## src/rtl/mwpm_pkg.sv

```systemverilog
// package: constants and types for the pair matching solver
`timescale 1ns / 1ps
`default_nettype none
package mwpm_pkg;
  localparam int unsigned MaxPoints = 16;
  localparam int unsigned CoordBits = 12;
  localparam int unsigned FracBits  = 8;
  localparam int unsigned IdxBits   = $clog2(MaxPoints);
  localparam int unsigned CntBits   = $clog2(MaxPoints + 1);
  localparam int unsigned TotalBits = 24;
  localparam int unsigned SqBits    = 2 * CoordBits + 1;
  localparam int unsigned SqrtSteps = (SqBits + 1) / 2 + FracBits;
  localparam int unsigned RootBits  = SqrtSteps;
  localparam int unsigned DistBits  = RootBits;
  localparam int unsigned RemBits   = RootBits + 2;
  localparam int unsigned StepBits  = $clog2(SqrtSteps + 1);
  localparam logic [TotalBits-1:0] TotalMax = '1;

  localparam logic [1:0] StatusOk   = 2'd0;
  localparam logic [1:0] StatusOdd  = 2'd1;
  localparam logic [1:0] StatusOver = 2'd2;

  typedef logic [MaxPoints-1:0] mask_t;
  typedef logic [IdxBits-1:0]   idx_t;

  typedef struct packed {
    logic               start;
    logic [SqBits-1:0]  sq;
  } sqrt_req_t;

  typedef struct packed {
    logic               done;
    logic [RootBits-1:0] root;
  } sqrt_rsp_t;
endpackage
`default_nettype wire

```

## src/rtl/mwpm_sqrt.sv

```systemverilog
// iterative fixed-point square root, one result bit per cycle
`timescale 1ns / 1ps
`default_nettype none
module mwpm_sqrt
  import mwpm_pkg::*;
(
  input  wire logic      clk_i,
  input  wire logic      rst_ni,
  input  wire sqrt_req_t req_i,
  output      sqrt_rsp_t rsp_o
);
  localparam int unsigned VBits = 2 * (SqrtSteps - FracBits);
  logic [VBits-1:0]    v_q, v_d;
  logic [RootBits-1:0] root_q, root_d;
  logic [RemBits-1:0]  rem_q, rem_d;
  logic [StepBits-1:0] cnt_q, cnt_d;
  logic                busy_q, busy_d, done_q, done_d;
  logic [RemBits-1:0]  rem_s, trial;

  always_comb begin
    v_d = v_q; root_d = root_q; rem_d = rem_q; cnt_d = cnt_q;
    busy_d = busy_q; done_d = 1'b0;
    rem_s = {rem_q[RemBits-3:0], v_q[VBits-1 -: 2]};
    trial = {root_q[RootBits-1:0], 2'b01};
    if (req_i.start) begin
      v_d = VBits'(req_i.sq); root_d = '0; rem_d = '0;
      cnt_d = StepBits'(SqrtSteps); busy_d = 1'b1;
    end else if (busy_q) begin
      v_d = v_q << 2;
      if (rem_s >= trial) begin
        rem_d = rem_s - trial; root_d = {root_q[RootBits-2:0], 1'b1};
      end else begin
        rem_d = rem_s; root_d = {root_q[RootBits-2:0], 1'b0};
      end
      cnt_d = cnt_q - 1'b1;
      if (cnt_q == StepBits'(1)) begin
        busy_d = 1'b0; done_d = 1'b1;
      end
    end
  end

  always_ff @(posedge clk_i or negedge rst_ni) begin
    if (!rst_ni) begin
      busy_q <= 1'b0; done_q <= 1'b0; cnt_q <= '0;
    end else begin
      busy_q <= busy_d; done_q <= done_d; cnt_q <= cnt_d;
    end
  end
  always_ff @(posedge clk_i) begin
    v_q <= v_d; root_q <= root_d; rem_q <= rem_d;
  end

  assign rsp_o.done = done_q;
  assign rsp_o.root = root_q;
endmodule
`default_nettype wire

```

## config.mk

```make
export PLATFORM = sky130hd
export DESIGN_NAME = mwpm_sqrt
export DESIGN_NICKNAME = d
export VERILOG_FILES = /design/src/rtl/mwpm_pkg.sv /design/src/rtl/mwpm_sqrt.sv
export SDC_FILE = /design/constraint.sdc
export NUM_CORES = 1
export LEC_CHECK = 0
export BUFFER_PORTS_ARGS = -buffer_cell sky130_fd_sc_hd__buf_4
export CAP_MARGIN = 40
export CORE_MARGIN = 2
export CORE_UTILIZATION = 39
export CTS_CLUSTER_DIAMETER = 60
export DETAILED_ROUTE_END_ITERATION = 6
export SYNTH_ARGS = -nofsm -noshare
export SYNTH_HDL_FRONTEND = slang
export SYNTH_SLANG_ARGS = --single-unit
```

## constraint.sdc

```tcl
create_clock -name clk_i -period 2.5 [get_ports clk_i]
set_input_delay 0.5 -clock clk_i [delete_from_list [all_inputs] [get_ports clk_i]]
set_output_delay 0.5 -clock clk_i [all_outputs]
set_load 0.05 [all_outputs]
```

# == Word level (Yosys, flattened, before mapping) ==
# Cells that the tools add are included.
# Widths: inputs -> output; s select.
# totals
ff_bits,75
input_bits,28
out_inout_bits,22
word_cells,24
# op_classes
n_addsub,2
n_lt_le_gt_ge,1
eq_ne,1
mux,12
reduce_logical,1
# op_table
cell,count
$mux 25,2
$ge 23x23->1,1
$mux 21,1
$sub 21x21->21,1
$mux 5,2
$mux 1,7
$eq 5x1->1 const B,1
$sub 5x1->5 const B,1
$reduce_bool 2->1,1

# == Depth between registers and ports, before layout ==
# logic_depth
word_depth,4
depth_mapped,12
ltp_nobuf,9

# == Worst setup path before layout ==
# Ideal clock, no wire load.
# synth_timing
path_type,register -> register
start,register root_q[2]
end,register rem_q[16]
setup_ns,0.103
t_arrival_ns,2.728
required_time_ns,2.397
slack_ns,-0.331
path_stages_with_launch,11
n_path_buf,1
synth_period_minus_slack_ns,2.831
cell_sequence,dfxtp_1 > inv_1 > ha_1 > or3_1 > o22a_2 > a211oi_4 > o2111ai_1 > and2_4 > buf_6 > and4_4 > a2111oi_2
# synth_between
elab_chain_cells,2
word_cells_on_any_way,3
classes_between,1 x add/sub; 1 x order compare; 1 x mux
# synth_lines
item,line,source
start: declaration,mwpm_sqrt.sv:14,"logic [RootBits-1:0] root_q, root_d;"
start signal: assignment,mwpm_sqrt.sv:50,v_q <= v_d; root_q <= root_d; rem_q <= rem_d;
$sub 21x21->21 or $ge 23x23->1 (tied branches),"mwpm_sqrt.sv:31, mwpm_sqrt.sv:30",
$mux 21 *,mwpm_sqrt.sv:30,if (rem_s >= trial) begin
end signal: assignment,mwpm_sqrt.sv:50,
end: declaration,mwpm_sqrt.sv:15,"logic [RemBits-1:0] rem_q, rem_d;"
# Every way passes the cells marked *; elsewhere a longest branch is shown, timed or not.
# A chain may end at the register's enable or synchronous reset.

# == Worst setup path after layout ==
# layout_timing
start,register root_q[0]
end,register rem_q[20]
# Same word-level chain as after synthesis.

==> metrics.txt <==
status=finished with violations; violated checks=setup timing; Wirelength per Cell=15.95 um; CORE AREA=roughly 11000 um^2; Residual DRC=0; largest net degree at the start of global routing=67; Synth Flop Type=dfxtp_1; sequential area share after synthesis=0.4148; H-tree levels=3; maximum buffer depth of the clock tree=2; Mean Syn Cell Area=a little under 10 um^2; io pins=50; crit share post-route=1.001; Worst Reg-to-Reg Cells=10; synthesized cell area=4308 um^2; PortBufs=49; P_leak=2.530 nW; PD cells=1224 nW/um^2; Clock Root Buffer=clkbuf_8; initial core utilization=0.3991; Pre-antenna DRT Iters=4; Die W=109.1 um; Yosys cell types=59; Hold Path Depth=2; Area contributors post-synth=dfxtp_1 20%, edfxtp_1 17%, ha_1 7.3%; initial antenna violation count=0; R2R setup slack=-0.002 ns; Tmin final=2.502 ns; post-synthesis cell count=445; Setup CP Type=flop to flop; ant diodes=0; startpoint of the worst register-to-register path=root_q[0]; DP HPWL=7115 um; Setup WS pre-CTS=-0.05427 ns; dpl cell area=5127 um^2; Worst-path clk slew=~0.11 ns; height of the die=around 110 um; asr flop ratio synth=0.09333; number of synthesized flops with an enable pin=25; post-synth top area share=0.1998; Clock Latency Late Sink=0.38 ns; CTS tree=done; Layout area overhead=33.52%; Total Routing Usage GR=0.1826; first-pass GRT wire length=16840 um; cts bufs inserted=9; max-slew violations=0; Critical Path AT=between 2 and 3 ns; Worst Path Required=2.76 ns; Slew Limit Headroom=0.6049; Max VDD drop=approximately 480 uV; final non-filler cell area=roughly 5800 um^2; Placement Rows=38; Die Area=11900 um^2; Placer Congestion=0.8452; Slew @ Worst Pin=0.5927 ns; Fin. Hold Viols=0; RSZ-0062 raised after global routing=true; Layout Nets=601; final worst slack=-0.002127 ns; HP Start=req_i[1]; worst r2r dst=rem_q[20]; FF+latch count, synth=75; Post-Route Skew=0.02095 ns; f_max=399.7 MHz; Syn. warnings=0; 1st-iter DRT viols=~150; post-route setup TNS=-0.002127 ns; Remaining Overflow, GRT=0; Worst setup EP type=flop; Syn Nets=498; DRT Wirelength=11050 um; Vias/cell=5.426; top-count cell post-synth=nor2_1; share of layout cells above drive strength 1=0.3906; crit-path max FO=8; vias in the first global route=3449; # setup viols final=1; max-cap viol count=0; leading cell types by count after synthesis=50 x nor2_1, 43 x dfxtp_1, 35 x nand2_1; hold endpoint=v_q[1]; Startpoint Class=flop; area leader, netlist=dfxtp_1; worst hold path type=input pin to flop; clock sink total=75; Post-DRT Antenna Nets=0; DR vias=3760
## worst max-delay path, stage by stage, from the launching register on
cell	delay (ns)
dfxtp_4	0.37
inv_4	0.04
ha_4	0.16
or3_4	0.39
o22a_4	0.26
a211oi_4	0.31
o2111ai_4	0.17
nand2_2	0.14
buf_6	0.14
a311oi_1	0.06
nor4_1	0.37
## cell usage in the layout (no fill, tap or decap), types with 15 or more instances in the layout
cell type | Yosys | layout
dfxtp_1 | 43 | 28
buf_4 | 3 | 106
mux2_2 | 23 | 23
nor2_1 | 50 | 49
a21oi_1 | 16 | 15
ha_1 | 25 | 17
nand2_1 | 35 | 29
edfxtp_1 | 25 | 25
inv_1 | 32 | 31
mux2i_1 | 21 | 21
## flip-flops by register name, indices dropped and copies added (netlist names)
name	cells
done_q	1
v_q	26
busy_q	1
rem_q	21
cnt_q	5
root_q	21
## per-stage QoR
step	power, mW	util	std cells	hold slack (ns)
6_report	7.040	0.5329	693	0.4100
5_1_grt	7.491	0.5329	693	0.4116
4_1_cts	6.152	0.4988	677	0.4024
3_5_place_dp	4.996	0.4751	655	0.3165
3_3_place_gp	4.978	0.4751	655	0.3151
2_1_floorplan	4.091	-	445	0.2044
## where the power goes
| group | total [mW] | internal, mW | switching, mW |
|---|---|---|---|
| Sequential | 1.62 | 1.46 | 0.156 |
| Clock | 0.935 | 0.385 | 0.550 |
| Combinational | 4.49 | 2.22 | 2.27 |
| Total | 7.04 | 4.06 | 2.98 |
## how the worst max path moves through the flow
stage | from | to | slack (ns) | cells after the start
2_1_floorplan | root_q[2] | rem_q[16] | -0.03 | 10
3_3_place_gp | root_q[9] | rem_q[10] | -0.04 | 9
3_5_place_dp | root_q[9] | rem_q[10] | -0.05 | 9
4_1_cts | root_q[11] | rem_q[1] | 0.007 | 10
5_1_grt | root_q[1] | rem_q[20] | -0.07 | 11
6_report | root_q[0] | rem_q[20] | -0.002 | 10
## logic make-up (layout without fill, tap and decap cells)
family,after synthesis,count (layout),share of synthesized area
flops,75,75,0.4148
mux,44,44,0.1089
xor+xnor,17,17,0.03456
buf+inv,55,160,0.05402
compound gates,97,97,0.1737
fa+ha+maj,25,25,0.07261
simple gates,132,135,0.1415
## metal layers
metal / global-route usage / part of all wire
met5: 0 / 0
met4: 0.07418 / 0.025
met3: 0.02750 / 0.050
met2: 0.2910 / 0.48
met1: 0.2472 / 0.45
## area by class of cell
type	count	area, um^2
Clock buffer	9	123.9
Clock inverter	7	63.81
Fill cell	974	5041
Inverter	32	122.6
Multi-Input combinational cell	318	2565
Sequential cell	75	1822
Tap cell	140	175.2
Timing Repair Buffer	112	879.6
## repair_timing
action | in CTS | in global routing
cloned | 1 | 2
endpoints found under the setup margin | 8 | 21
resized for setup | 4 | 42
hold buffers | 1 | 0
buffers inserted | 4 | 14
pin swaps | 2 | 13
hold endpoints to repair | 7 | 0
No activity file was read; power rests on OpenSTA's default activity.
